===== config.mk =====
export PLATFORM = sky130hd
export DESIGN_NAME = base64_stream_encoder
export DESIGN_NICKNAME = d
export VERILOG_FILES = /design/src/hw/rtl/b64e_pkg.sv /design/src/hw/rtl/b64e_front.sv /design/src/hw/rtl/b64e_fifo.sv /design/src/hw/rtl/b64e_back.sv /design/src/hw/rtl/base64_stream_encoder.sv
export VERILOG_INCLUDE_DIRS = /design/src /design/src/hw/rtl
export SDC_FILE = /design/constraint.sdc
export NUM_CORES = 1
export LEC_CHECK = 0
export BUFFER_PORTS_ARGS = -buffer_cell sky130_fd_sc_hd__buf_2
export CELL_PAD_IN_SITES_DETAIL_PLACEMENT = 0
export CELL_PAD_IN_SITES_GLOBAL_PLACEMENT = 2
export CORE_MARGIN = 3
export CORE_UTILIZATION = 36
export DETAILED_ROUTE_END_ITERATION = 8
export GPL_TIMING_DRIVEN = 0
export PLACE_DENSITY_LB_ADDON = 0.1
export SLEW_MARGIN = 20
export SYNTH_ARGS = -nofsm -noshare
export SYNTH_HDL_FRONTEND = slang
export SYNTH_SLANG_ARGS = --single-unit

===== constraint.sdc =====
create_clock -name clk_i -period 2.09 [get_ports clk_i]
set_input_delay 0.418 -clock clk_i [delete_from_list [all_inputs] [get_ports clk_i]]
set_output_delay 0.418 -clock clk_i [all_outputs]
set_load 0.01 [all_outputs]

===== src/hw/rtl/base64_stream_encoder_assert.svh =====
// assertion macros for the base64 stream encoder
// expects clk_i and rst_ni in the scope of each use
`ifndef BASE64_STREAM_ENCODER_ASSERT_SVH
`define BASE64_STREAM_ENCODER_ASSERT_SVH

// condition holds at every edge out of reset
`define B64E_ASSERT_ALWAYS(lbl, cond, msg) \
  lbl: assert property (@(posedge clk_i) disable iff (!rst_ni) (cond)) else $error(msg);

// consequent holds in the cycle after the antecedent
`define B64E_ASSERT_NEXT(lbl, ante, cons, msg) \
  lbl: assert property (@(posedge clk_i) disable iff (!rst_ni) (ante) |=> (cons)) \
    else $error(msg);

`endif


===== src/hw/rtl/b64e_pkg.sv =====
// shared types, constants and the alphabet lookup for the base64 encoder
// no dependencies
package b64e_pkg;

  localparam int unsigned FIFO_DEPTH = 2;
  localparam logic [7:0]  PAD_CHAR   = 8'h3D;
  localparam logic [5:0]  SIX_MASK   = 6'h3F;

  // one input byte: up to four characters ready to send
  typedef struct packed {
    logic [3:0][7:0] syms;
    logic [1:0]      last_idx;
    logic            fin;
  } b64e_rec_t;

  // carry state seen by the checks at the top level
  typedef struct packed {
    logic [1:0] carry_pairs;
    logic [3:0] carry_bits;
  } b64e_front_st_t;

  // standard alphabet, six bits to ascii
  function automatic logic [7:0] b64e_enc(input logic [5:0] six);
    logic [5:0] v;
    logic [7:0] r;
    v = six & SIX_MASK;
    if (v < 6'd26) begin
      r = 8'(v) + 8'd65;
    end else if (v < 6'd52) begin
      r = 8'(v) + 8'd71;
    end else if (v < 6'd62) begin
      r = 8'(v) - 8'd4;
    end else if (v == 6'd62) begin
      r = 8'h2B;
    end else begin
      r = 8'h2F;
    end
    return r;
  endfunction

endpackage


===== src/hw/rtl/b64e_front.sv =====
// front end: takes raw bytes, keeps the carry bits, builds a character record
// depends on b64e_pkg
module b64e_front (
  input  logic                     clk_i,
  input  logic                     rst_ni,
  input  logic                     in_valid_i,
  output logic                     in_ready_o,
  input  logic [7:0]               in_byte_i,
  input  logic                     in_fin_i,
  output logic                     rec_valid_o,
  input  logic                     rec_ready_i,
  output b64e_pkg::b64e_rec_t      rec_o,
  output b64e_pkg::b64e_front_st_t st_o
);

  logic [1:0] carry_pairs_q, carry_pairs_d;
  logic [3:0] carry_bits_q, carry_bits_d;
  logic       accept;

  assign in_ready_o  = rec_ready_i;
  assign rec_valid_o = in_valid_i;
  assign accept      = in_valid_i & rec_ready_i;

  always_comb begin
    rec_o.syms     = {4{b64e_pkg::PAD_CHAR}};
    rec_o.last_idx = 2'd0;
    rec_o.fin      = in_fin_i;
    carry_pairs_d  = carry_pairs_q;
    carry_bits_d   = carry_bits_q;
    case (carry_pairs_q)
      2'd1: begin
        // two held bits and the high nibble
        rec_o.syms[0] = b64e_pkg::b64e_enc({carry_bits_q[1:0], in_byte_i[7:4]});
        if (in_fin_i) begin
          rec_o.syms[1]  = b64e_pkg::b64e_enc({in_byte_i[3:0], 2'b00});
          rec_o.last_idx = 2'd2;
        end
        carry_bits_d  = in_byte_i[3:0];
        carry_pairs_d = 2'd2;
      end
      2'd2: begin
        rec_o.syms[0]  = b64e_pkg::b64e_enc({carry_bits_q, in_byte_i[7:6]});
        rec_o.syms[1]  = b64e_pkg::b64e_enc(in_byte_i[5:0]);
        rec_o.last_idx = 2'd1;
        carry_bits_d   = 4'd0;
        carry_pairs_d  = 2'd0;
      end
      default: begin
        // nothing held, an unused count drops the held bits
        rec_o.syms[0] = b64e_pkg::b64e_enc(in_byte_i[7:2]);
        if (in_fin_i) begin
          rec_o.syms[1]  = b64e_pkg::b64e_enc({in_byte_i[1:0], 4'b0000});
          rec_o.last_idx = 2'd3;
        end
        carry_bits_d  = {2'b00, in_byte_i[1:0]};
        carry_pairs_d = 2'd1;
      end
    endcase
    if (in_fin_i) begin
      carry_bits_d  = 4'd0;
      carry_pairs_d = 2'd0;
    end
  end

  always_ff @(posedge clk_i or negedge rst_ni) begin
    if (!rst_ni) begin
      carry_pairs_q <= 2'd0;
      carry_bits_q  <= 4'd0;
    end else if (accept) begin
      carry_pairs_q <= carry_pairs_d;
      carry_bits_q  <= carry_bits_d;
    end
  end

  assign st_o.carry_pairs = carry_pairs_q;
  assign st_o.carry_bits  = carry_bits_q;

endmodule


===== src/hw/rtl/b64e_fifo.sv =====
// short register queue of character records between front and back
// depends on b64e_pkg
module b64e_fifo #(
  parameter int unsigned Depth = b64e_pkg::FIFO_DEPTH,
  localparam int unsigned PtrW = (Depth > 1) ? $clog2(Depth) : 1,
  localparam int unsigned CntW = $clog2(Depth + 1)
) (
  input  logic                clk_i,
  input  logic                rst_ni,
  input  logic                push_valid_i,
  output logic                push_ready_o,
  input  b64e_pkg::b64e_rec_t push_rec_i,
  output logic                pop_valid_o,
  input  logic                pop_ready_i,
  output b64e_pkg::b64e_rec_t pop_rec_o,
  output logic [CntW-1:0]     level_o
);

  b64e_pkg::b64e_rec_t entries_q [Depth];
  logic [PtrW-1:0]     wr_ptr_q, rd_ptr_q;
  logic [CntW-1:0]     level_q, level_d;
  logic                push, pop;

  assign push_ready_o = (level_q != CntW'(Depth));
  assign pop_valid_o  = (level_q != '0);
  assign push         = push_valid_i & push_ready_o;
  assign pop          = pop_valid_o & pop_ready_i;
  assign pop_rec_o    = entries_q[rd_ptr_q];
  assign level_o      = level_q;

  always_comb begin
    level_d = level_q;
    case ({push, pop})
      2'b10:   level_d = level_q + CntW'(1);
      2'b01:   level_d = level_q - CntW'(1);
      default: level_d = level_q;
    endcase
  end

  always_ff @(posedge clk_i or negedge rst_ni) begin
    if (!rst_ni) begin
      wr_ptr_q <= '0;
      rd_ptr_q <= '0;
      level_q  <= '0;
    end else begin
      level_q <= level_d;
      if (push) begin
        wr_ptr_q <= (wr_ptr_q == PtrW'(Depth - 1)) ? '0 : wr_ptr_q + PtrW'(1);
      end
      if (pop) begin
        rd_ptr_q <= (rd_ptr_q == PtrW'(Depth - 1)) ? '0 : rd_ptr_q + PtrW'(1);
      end
    end
  end

  always_ff @(posedge clk_i) begin
    if (push) begin
      entries_q[wr_ptr_q] <= push_rec_i;
    end
  end

endmodule


===== src/hw/rtl/b64e_back.sv =====
// back end: walks a record one character per cycle, while the receiver takes them, into the output register
// depends on b64e_pkg
module b64e_back (
  input  logic                clk_i,
  input  logic                rst_ni,
  input  logic                rec_valid_i,
  output logic                rec_ready_o,
  input  b64e_pkg::b64e_rec_t rec_i,
  output logic                out_valid_o,
  input  logic                out_ready_i,
  output logic [7:0]          out_sym_o,
  output logic                out_last_o
);

  logic [1:0] idx_q;
  logic       out_valid_q;
  logic [7:0] sym_q;
  logic       last_q;
  logic       load, at_end;

  assign load        = rec_valid_i & (~out_valid_q | out_ready_i);
  assign at_end      = (idx_q == rec_i.last_idx);
  assign rec_ready_o = load & at_end;

  always_ff @(posedge clk_i or negedge rst_ni) begin
    if (!rst_ni) begin
      idx_q       <= 2'd0;
      out_valid_q <= 1'b0;
    end else begin
      if (load) begin
        out_valid_q <= 1'b1;
        idx_q       <= at_end ? 2'd0 : idx_q + 2'd1;
      end else if (out_ready_i) begin
        out_valid_q <= 1'b0;
      end
    end
  end

  always_ff @(posedge clk_i) begin
    if (load) begin
      sym_q  <= rec_i.syms[idx_q];
      last_q <= rec_i.fin & at_end;
    end
  end

  assign out_valid_o = out_valid_q;
  assign out_sym_o   = sym_q;
  assign out_last_o  = last_q;

endmodule


===== src/hw/rtl/base64_stream_encoder.sv =====
// base64 stream encoder, top level: rfc 4648 alphabet with '=' padding,
// one input byte per word in, one ascii character per word out. a byte
// yields one or two characters; the byte marked with tlast also flushes the
// held bits and the padding, up to four characters in all, the last one
// marked with tlast. the output side sends one character per cycle, while
// the receiver takes them, from a single output register; the first
// character of a byte passes through the record queue and then the output
// register once the byte is taken. the input side takes a new byte whenever
// the record queue has room, also while a character still waits at the
// output.
// depends on b64e_pkg, b64e_front, b64e_fifo, b64e_back and the assert macros
`include "base64_stream_encoder_assert.svh"

module base64_stream_encoder #(
  parameter int unsigned FifoDepth = b64e_pkg::FIFO_DEPTH
) (
  input  logic       clk_i,
  input  logic       rst_ni,
  // input stream
  input  logic       s_axis_tvalid,
  output logic       s_axis_tready,
  input  logic [7:0] s_axis_tdata,   // [7:0] data_byte
  input  logic       s_axis_tlast,   // final_byte
  // output stream
  output logic       m_axis_tvalid,
  input  logic       m_axis_tready,
  output logic [7:0] m_axis_tdata,   // [7:0] symbol
  output logic       m_axis_tlast    // final_symbol
);

  localparam int unsigned CntW = $clog2(FifoDepth + 1);

  b64e_pkg::b64e_rec_t      fr_rec, bk_rec;
  b64e_pkg::b64e_front_st_t fr_st;
  logic                     fr_valid, fr_ready;
  logic                     bk_valid, bk_ready;
  logic [CntW-1:0]          q_level;

  // front: carry bits and record build
  b64e_front u_front (
    .clk_i       (clk_i),
    .rst_ni      (rst_ni),
    .in_valid_i  (s_axis_tvalid),
    .in_ready_o  (s_axis_tready),
    .in_byte_i   (s_axis_tdata),
    .in_fin_i    (s_axis_tlast),
    .rec_valid_o (fr_valid),
    .rec_ready_i (fr_ready),
    .rec_o       (fr_rec),
    .st_o        (fr_st)
  );

  // decouples byte intake from character output
  b64e_fifo #(
    .Depth (FifoDepth)
  ) u_fifo (
    .clk_i        (clk_i),
    .rst_ni       (rst_ni),
    .push_valid_i (fr_valid),
    .push_ready_o (fr_ready),
    .push_rec_i   (fr_rec),
    .pop_valid_o  (bk_valid),
    .pop_ready_i  (bk_ready),
    .pop_rec_o    (bk_rec),
    .level_o      (q_level)
  );

  // back: one character per cycle while the output is taken
  b64e_back u_back (
    .clk_i       (clk_i),
    .rst_ni      (rst_ni),
    .rec_valid_i (bk_valid),
    .rec_ready_o (bk_ready),
    .rec_i       (bk_rec),
    .out_valid_o (m_axis_tvalid),
    .out_ready_i (m_axis_tready),
    .out_sym_o   (m_axis_tdata),
    .out_last_o  (m_axis_tlast)
  );

  // checks

  // a final byte always leaves the carry empty for the next message
  `B64E_ASSERT_NEXT(a_fin_clears, s_axis_tvalid && s_axis_tready && s_axis_tlast, fr_st.carry_pairs == 2'd0 && fr_st.carry_bits == 4'd0, "carry not cleared after final byte")

  // held bits agree with the pair count
  `B64E_ASSERT_ALWAYS(a_carry_shape, (fr_st.carry_pairs != 2'd3) && (fr_st.carry_pairs != 2'd0 || fr_st.carry_bits == 4'd0) && (fr_st.carry_pairs != 2'd1 || fr_st.carry_bits[3:2] == 2'b00), "carry bits inconsistent with pair count")

  // queue never overfills
  `B64E_ASSERT_ALWAYS(a_queue_level, q_level <= CntW'(FifoDepth), "record queue overfilled")

endmodule


Word level (Yosys, flattened, before mapping)

Memories as Yosys holds them, arrays and structs flattened.
Cells that the tools add are included.

Output and inout bits: 11
RAM bits: 38
Word-level logic and storage cells: 113
Register bits after elaboration: 22
Memories kept: 1

Multiplexer cells: 41
Add/subtract/negate cells: 23
Reductions and logical operators: 3
Equal/unequal tests: 10
Bitwise operators: 7
Magnitude comparators: 19

Memory list:

| memory           | words | width | read ports | clocked after Yosys merged registers in | write ports | RTL line        | text |
|---|---|---|---|---|---|---|---|
| u_fifo.entries_q | 2     | 19    | 1          | 0                                       | 1           | b64e_fifo.sv:19 | `b64e_pkg::b64e_rec_t entries_q [Depth];` |

Operators by type and width:

| operator                                                              | number |
|---|---|
| 8-bit 2-to-1 mux                                                      | 21 |
| 6-bit by 7-bit adder with 8-bit output (second input constant)        | 12 |
| 6-bit < comparator (second input constant)                            | 12 |
| 6-bit by 3-bit subtractor with 7-bit output (second input constant)   | 6 |
| 6-bit by 5-bit < comparator with 1-bit output (second input constant) | 6 |
| 18-bit one-hot mux with 2 select lines                                | 1 |
| 6-bit == test (second input constant)                                 | 4 |
| 8-bit binary-select mux with 2-bit select                             | 1 |
| 3-bit 2-to-1 mux                                                      | 4 |
| 2-bit 2-to-1 mux                                                      | 4 |
| 2-bit one-hot mux with 2 select lines                                 | 2 |
| 4-bit one-hot mux with 2 select lines                                 | 1 |
| 1-bit 2-to-1 mux                                                      | 6 |
| 2-bit nonzero test                                                    | 3 |
| 1-bit AND                                                             | 5 |
| 2-bit by 1-bit adder with 2-bit output (second input constant)        | 2 |
| 2-bit by 1-bit == test with 1-bit output (second input constant)      | 2 |
| 2-bit == test (second input constant)                                 | 2 |
| 4-bit 2-to-1 mux                                                      | 1 |
| 2-bit by 3-bit < comparator with 1-bit output (second input constant) | 1 |
| 1-bit adder (second input constant)                                   | 2 |
| 2-bit == test                                                         | 1 |
| 2-bit != test (second input constant)                                 | 1 |
| 2-bit by 1-bit subtractor with 2-bit output (second input constant)   | 1 |
| 2 further kinds                                                       | 2 |

Logic depth before layout (Yosys ltp)

Gate-level depths: netlist (run 1).

Depth after elaboration: 7
Mapped depth: 11

Modules after synthesis

A second synthesis (run 1) with hierarchy kept.

Cell total of the unflattened synthesis: 551
Area, all modules: 5972.0 um^2

Modules (own cells, without submodules):

| module     | instances | area an instance (um^2) | cells an instance |
|---|---|---|---|
| b64e_fifo  | 1         | 2740.1                  | 126 |
| b64e_front | 1         | 2571.2                  | 387 |
| b64e_back  | 1         | 660.6                   | 38 |

Least setup slack after synthesis (run 1)

No wires, ideal clock.

Kind: in2reg
From: input s_axis_tdata[0]
To: memory u_fifo.entries_q[0][16] (netlist bit) (data pin)
Data required time: 1.808 ns
Data arrival time: 1.965 ns
Stages on the path: 9
Path buffers: 1
Path slack: -0.157 ns
Cell sequence: buf_2 inv_1 ha_1 and2b_1 nor2_1 a21oi_1 mux2_2 o21ai_0 o221ai_1

RTL lines:

| element            | RTL line                    | text |
|---|---|---|
| start: declaration | base64_stream_encoder.sv:22 | `input logic [7:0] s_axis_tdata,` |
| end: declaration   | b64e_fifo.sv:19             |  |

==> flow_metrics.env, run 1 <==
export IMPL_first_pass_iters=5
export IMPL_dieWidth_um=116
export IMPL_placed_area_mm2=0.00473
export IMPL_critPathMaxFanout=4
export IMPL_cts_buffers=9
export IMPL_drt_iter0_markers=198
export IMPL_place_congestion=0.825
export IMPL_syn_to_final_growth_pct=33.8
export IMPL_die_area_mm2=0.0136
export IMPL_die_h_um=116
export IMPL_final_cell_area_mm2=0.00587
export IMPL_failed_checks="negative setup slack"
export IMPL_path_cells="buf_12 -> ha_4 -> buf_6 -> a21o_1 -> a21oi_4 -> buf_6 -> nor2_4 -> a221oi_2 -> nor2_1 -> o211ai_1 -> buf_4"
export IMPL_ant_nets=0
export IMPL_finalPower_uw=7280
export IMPL_leakage_uw=0.00227
export IMPL_synth_top_cell_area_share_pct=32.2
export IMPL_critPathSlowestCell="dfrtp_2"
export IMPL_placed_cells=616
export IMPL_clock_root_buffer="clkbuf_16"
export IMPL_place_hpwl_um=9080
export IMPL_finalHoldViolations=0
export IMPL_yosys_warnings=0
export IMPL_r2r_start="u_front.carry_bits_q[0]"
export IMPL_ys_top_cells_by_count="nand2_1 (48), edfxtp_1 (47), a21oi_1 (35)"
export IMPL_async_reset_ff_share_pct=21.7
export IMPL_worstHoldPathType="in2reg"
export IMPL_status="finished, violations left"
export IMPL_fmax_mhz=460
export IMPL_ios=24
export IMPL_crit_required_ns=2.28
export IMPL_yosys_cell_count_top_type="nand2_1"
export IMPL_end_kind="register"
export IMPL_start_kind="register"
export IMPL_maxSlewHeadroom_pct=44.1
export IMPL_final_cells=669
export IMPL_drc=0
export IMPL_path_common_cell="buf_6"
export IMPL_cp_slowest_stage_delay_ns=0.43
export IMPL_portBuffers=23
export IMPL_grt_pass1_wl_um=19900
export IMPL_yosys_top_cells_area="edfxtp_1 (32%), dfrtp_1 (7.4%), ha_1 (6.8%), mux4_2 (4.1%), nand2_1 (4.1%)"
export IMPL_clk_pin_slew_ns=0.05
export IMPL_antenna_cells=0
export IMPL_grt_max_degree=20
export IMPL_ys_flop_type="edfxtp_1"
export IMPL_coreArea_mm2=0.0117
export IMPL_wire_per_inst_um=19.1
export IMPL_min_from="m_axis_tready"
export IMPL_insertion_delay_ns=0.32
export IMPL_synth_edf_count=47
export IMPL_fin_skew_ns=0.00467
export IMPL_drive_above_1_share_pct=37.1
export IMPL_power_density_mw_per_mm2=1240
export IMPL_fin_util_pct=50.4
export IMPL_rows=39
export IMPL_seq_area_frac_synth_pct=39.6
export IMPL_ir_worst_vdd_mv=0.574
export IMPL_avgViaCountPerCell=5.59
export IMPL_worstPathArrival_ns=2.36
export IMPL_worst_pin_slew_ns=0.838
export IMPL_start_util_pct=37.6
export IMPL_syn_inst=450
export IMPL_rsz0062_at_grt="yes"
export IMPL_vias=3740
export IMPL_fin_crit_sh_pct=104
export IMPL_antenna_found_initial=0
export IMPL_synth_ff_latch_count=60
export IMPL_drv_cap=0
export IMPL_clock_sinks=60
export IMPL_worst_slack_ns=-0.0846
export IMPL_cts_max_level=3
export IMPL_grt_util_all_layers_pct=19.3
export IMPL_period_needed_ns=2.17
export IMPL_syn_nets=487
export IMPL_synth_area_leader_cell="edfxtp_1"
export IMPL_overflow=0
export IMPL_critPathKind="reg2reg"
export IMPL_layout_nets=558
export IMPL_syn_area_mm2=0.00439
export IMPL_finalSetupViolCount=4
export IMPL_grt_pass1_vias=3606
export IMPL_final_max_slew_violation_count=0
export IMPL_syn_avg_cell_area_um2=9.75
export IMPL_synth_distinct_cells=64
export IMPL_cts_tree="built"
export IMPL_startpoint="u_front.carry_bits_q[0]"
export IMPL_cts_root_to_sink_buffers=2
export IMPL_wl_um=12800
[final timing paths]
kind / end / slack [ns] / cells past startpoint
setup / recovery: u_fifo.entries_q[0][5] / -0.08 / 11
hold reg to reg: u_back.out_valid_o / 0.49 / 2
setup reg to reg: u_fifo.entries_q[0][5] / -0.08 / 11
max in group asynchronous: u_front.carry_bits_q[0] / 1.32 / 2
min in group asynchronous: u_back.idx_q[1] / 0.52 / 2
hold / removal: u_back.out_valid_o / 0.36 / 3
[area by class of cell]
type,instances,area [um2]
fill,1082,5790
multi-input combinational,339,2750
sequential,60,1740
timing repair buffer,60,480
buffer,32,313
clock buffer,10,229
tap,143,179
clock inverter,6,103
inverter,19,85.1
[registers in the layout (all words and copies together) (netlist names)]
register / flops
u_fifo.entries_q: 38
u_back.out_sym_o: 8
u_front.carry_bits_q: 4
u_back.idx_q: 2
u_fifo.level_o: 2
u_front.carry_pairs_q: 2
u_back.out_last_o: 1
u_back.out_valid_o: 1
u_fifo.rd_ptr_q: 1
u_fifo.wr_ptr_q: 1
[critical path: cells and delay by family, from the launching register on]
family | cells | cell delay, ns
compound gates | 4 | 0.76
fa+ha+maj | 1 | 0.15
buf+inv | 4 | 0.57
flops | 1 | 0.43
simple gates | 2 | 0.13
[metal layers]
metal	part of all wire (%)	track usage, %	vias to the layer above
li1	-	-	1825
met1	46	26.5	1836
met2	50	32.2	69
met3	3.2	2.28	10
met4	1.2	5.26	0
met5	0	0	-
[cells in the final DEF, fill, tap and decap left out, drive strengths merged, types with 3 or more instances in the layout]
| master | n |
|---|---|
| nand4 | 4 |
| nor2b | 11 |
| ha | 24 |
| a211oi | 8 |
| buf | 81 |
| clkinvlp | 3 |
| dfrtp | 13 |
| inv | 16 |
| a22oi | 4 |
| a22o | 4 |
| o31ai | 9 |
| mux2i | 8 |
| xor2 | 3 |
| o21ai | 23 |
| nor3 | 13 |
| a221oi | 8 |
| clkinv | 3 |
| xnor2 | 11 |
| a21o | 10 |
| o22ai | 3 |
| bufinv | 3 |
| nor2 | 24 |
| nand3 | 13 |
| o211ai | 8 |
| clkbuf | 20 |
| a21oi | 38 |
| a31oi | 4 |
| nand2b | 11 |
| or3 | 3 |
| mux4 | 8 |
| edfxtp | 47 |
| or2 | 5 |
| and3 | 7 |
| o311ai | 3 |
| nand2 | 49 |
[where the power goes]
part	switching, uW	internal (uW)
clock network	467	1150
logic	1960	1520
registers	187	1990
[timing repair]
action,4_1_cts,5_1_grt
pin swaps,12,17
hold buffers,1,0
gates resized for setup,81,42
setup endpoints to repair,49,27
setup buffers,22,14
endpoints found under the hold margin,13,0
[logic make-up (layout without fill, tap and decap cells)]
| kind of cell | after synthesis | after routing | share of synthesized area, % |
|---|---|---|---|
| multiplexers | 18 | 18 | 6.44 |
| XOR/XNOR | 14 | 14 | 2.79 |
| buffers and inverters | 51 | 127 | 5.76 |
| AO/OA/AOI/OAI | 135 | 135 | 21.2 |
| adder cells (fa/ha/maj) | 24 | 24 | 6.84 |
| AND/OR/NAND/NOR | 148 | 148 | 17.4 |
| flip-flops | 60 | 60 | 39.6 |
[per-stage QoR]
| stage | setup TNS [ns] | hold slack (ns) | setup slack (ns) |
|---|---|---|---|
| after floorplan | 0 | 0.122 | 0.000162 |
| final | -0.176 | 0.364 | -0.0846 |
| after global placement | -18.25 | 0.327 | -0.861 |
| after global routing | -0.860 | 0.379 | -0.143 |
| after detailed placement | -17.75 | 0.333 | -0.829 |
| after CTS | -0.177 | 0.354 | -0.0711 |
(Power assumes the default switching activity.)
==> run 2: changes to the inputs <==
Settings changed: ABC_AREA set to 1, CORE_UTILIZATION 36 to 33.
==> run 2 against run 1 <==
The run ends with negative hold slack left; combinational power is 12% lower; non-clock buffer count is 31 lower; largest cell class unchanged; flip-flop and latch count stayed put; via count is 5.2% higher; fmax is 9.5% higher; sequential power is 2% lower; setup slack better by 0.19 ns; die area is 8.8% higher; power is 9.6% lower; global-route usage is 1.1 points lower.
==> flow_metrics.env, run 2 <==
export IMPL_status="finished, violations left"
export IMPL_failed_checks="negative hold slack"
export IMPL_wire_per_inst_um=16.1
export IMPL_ios=24
export IMPL_final_max_slew_violation_count=0
export IMPL_clock_sinks=60
export IMPL_cp_slowest_stage_delay_ns=0.28
export IMPL_die_area_mm2=0.0147
export IMPL_ys_top_cells_by_count="nand2_1 (133), nor2_1 (65), inv_1 (58)"
export IMPL_r2r_end="u_fifo.entries_q[1][4]"
export IMPL_rows=41
export IMPL_fin_skew_ns=0.00306
export IMPL_worst_slack_ns=0.104
export IMPL_critPathSlowestCell="ha_1"
export IMPL_ys_flop_type="edfxtp_1"
export IMPL_dieWidth_um=121
export IMPL_worst_pin_slew_ns=0.446
export IMPL_maxSlewHeadroom_pct=70.2
export IMPL_power_density_mw_per_mm2=1260
export IMPL_cts_root_to_sink_buffers=2
export IMPL_fmax_mhz=503
export IMPL_worstHoldPathType="in2async"
export IMPL_place_ws_ns=-0.355
export IMPL_final_cell_area_mm2=0.00524
export IMPL_drv_cap=0
export IMPL_path_common_cell="nand2_1"
export IMPL_cts_buffers=9
export IMPL_synth_top_cell_area_share_pct=32.1
export IMPL_wl_um=12900
export IMPL_ir_worst_vdd_mv=0.484
export IMPL_leakage_uw=0.00233
export IMPL_multi_input_area_mm2=0.00232
export IMPL_die_h_um=121
export IMPL_layout_nets=663
export IMPL_seq_area_frac_synth_pct=39.5
export IMPL_start_kind="input pin"
export IMPL_ant_nets=0
export IMPL_vias=3936
export IMPL_layout_common_cells="nand2_1 (133), nor2_1 (63), inv_1 (54), nand3_1 (49), edfxtp_1 (47)"
export IMPL_critPathKind="in2reg"
export IMPL_reg2reg_depth=10
export IMPL_grt_util_all_layers_pct=18.1
export IMPL_place_congestion=0.889
export IMPL_portBuffers=23
export IMPL_syn_nets=610
export IMPL_largest_register="u_fifo.entries_q"
export IMPL_clock_root_buffer="clkbuf_16"
export IMPL_async_reset_ff_share_pct=21.7
export IMPL_end_kind="register"
export IMPL_antenna_found_initial=0
export IMPL_drive_above_1_share_pct=19.2
export IMPL_path_cells="buf_2 -> buf_4 -> clkinvlp_4 -> ha_1 -> nor2_4 -> inv_2 -> nand4_1 -> o21ai_0 -> o21ai_1 -> nand2_1 -> nand2_1"
export IMPL_place_hpwl_um=9830
export IMPL_first_pass_iters=5
export IMPL_layout_commonest_cell="nand2_1"
export IMPL_holdWs_ns=-0.00441
export IMPL_grt_pass1_vias=3837
export IMPL_fill_cells=1363
export IMPL_clk_pin_slew_ns=0.05
export IMPL_r2r_setup_slack_ns=0.12
export IMPL_cts_max_level=3
export IMPL_coreArea_mm2=0.0128
export IMPL_syn_avg_cell_area_um2=7.67
export IMPL_antenna_cells=0
export IMPL_synth_ff_latch_count=60
export IMPL_worstPathArrival_ns=2.16
export IMPL_placed_area_mm2=0.00476
export IMPL_yosys_top_cells_area="edfxtp_1 (32%), nand2_1 (11%), dfrtp_1 (7.4%), ha_1 (6.8%), nand3_1 (5.7%)"
export IMPL_period_needed_ns=1.99
export IMPL_grt_pass1_wl_um=20800
export IMPL_cts_tree="built"
export IMPL_avgViaCountPerCell=4.90
export IMPL_drc=0
export IMPL_critPathMaxFanout=8
export IMPL_insertion_delay_ns=0.32
export IMPL_grt_max_degree=15
export IMPL_yosys_cell_count_top_type="nand2_1"
export IMPL_synth_distinct_cells=38
export IMPL_start_util_pct=34.3
export IMPL_syn_to_final_growth_pct=19.2
export IMPL_syn_area_mm2=0.00440
export IMPL_rsz0062_at_grt="no"
export IMPL_synth_area_leader_cell="edfxtp_1"
export IMPL_area_sequential_mm2=0.00174
export IMPL_largest_reg_flops=38
export IMPL_synth_edf_count=47
export IMPL_fin_crit_sh_pct=95.0
export IMPL_crit_required_ns=2.26
export IMPL_overflow=0
export IMPL_drt_iter0_markers=321
export IMPL_yosys_warnings=0
export IMPL_finalHoldViolations=12
export IMPL_r2r_start="u_front.carry_bits_q[0]"
export IMPL_syn_inst=573
export IMPL_finalSetupViolCount=0
==> run 2: changes by cell type after synthesis, sizes merged, moves of 12 or more <==
cell / previous run / this run
xor2: 3 / 15
nand3: 13 / 51
inv: 19 / 72
nor2: 24 / 73
nand2: 49 / 139
o21ai: 23 / 43
==> run 2: worst max path at each step <==
| stage | from | to | slack [ns] | cells after the start |
|---|---|---|---|---|
| global route | s_axis_tdata[2] | u_fifo.entries_q[1][15] | 0.006 | 11 |
| floorplan | u_fifo.level_o[0] | u_fifo.entries_q[1][0] | 0.16 | 4 |
| detailed placement | s_axis_tdata[2] | u_fifo.entries_q[0][16] | -0.35 | 11 |
| finish | s_axis_tdata[2] | u_fifo.entries_q[0][16] | 0.10 | 11 |
| global placement | s_axis_tdata[2] | u_fifo.entries_q[0][16] | -0.42 | 11 |
| CTS | s_axis_tdata[2] | u_fifo.entries_q[1][16] | 0.02 | 11 |
==> run 2: per-stage QoR <==
step,instances,power (uW),utilization [%],hold slack (ns),TNS (ns)
2_1_floorplan,573,4120,-,0.122,0
3_3_place_gp,768,4990,36.9,0.336,-16.15
3_5_place_dp,770,5040,37.1,0.344,-7.26
4_1_cts,790,6510,39.7,0.000788,0
5_1_grt,803,7110,40.9,0.0123,0
6_report,803,6580,40.9,-0.00441,0
==> run 2: timing repair <==
item / in CTS / in global routing
resized for setup: 5 / 18
buffers inserted: 4 / 13
hold buffers: 0 / 0
pin swaps: 0 / 3
endpoints found under the setup margin: 11 / 27
==> run 2: metal layers <==
metal | GRT usage (%) | wire length (um) | up-vias
li1 | - | - | 2017
met1 | 23.9 | 5960 | 1816
met2 | 30.9 | 6250 | 90
met3 | 2.66 | 504 | 13
met4 | 5.32 | 178 | 0
met5 | 0 | 0 | -
==> run 2: worst max-delay path: cells and delay by family <==
| kind | cells | cell delay (ns) |
|---|---|---|
| AOI/OAI and AO/OA | 2 | 0.36 |
| adders and majority gates | 1 | 0.28 |
| buffers and inverters | 4 | 0.54 |
| and+or+nand+nor | 4 | 0.54 |
==> run 2: final cells by class <==
cell class	instances	share of cell area [%]
Multi-Input combinational cell	422	44.2
Tap cell	172	4.11
Clock buffer	10	4.37
Clock inverter	6	1.05
Sequential cell	60	33.2
Buffer	19	2.44
Inverter	72	5.56
Timing Repair Buffer	42	5.06
==> run 2: kinds of logic (layout without fill, tap and decap cells) <==
| logic type | Yosys count | in the layout | share of synthesized area [%] |
|---|---|---|---|
| adders and majority gates | 24 | 24 | 6.83 |
| buffers and inverters | 91 | 149 | 8.94 |
| DFF | 60 | 60 | 39.5 |
| and+or+nand+nor | 278 | 278 | 27.6 |
| AOI/OAI and AO/OA | 101 | 101 | 13.3 |
| xor gates and xnor gates | 19 | 19 | 3.78 |
==> run 2: report_power, final <==
group	internal [uW]	leakage, uW	switching, uW	total (uW)
registers	1980	0.000601	161	2140
clock network	908	0.000146	463	1370
logic	1030	0.00158	2040	3070
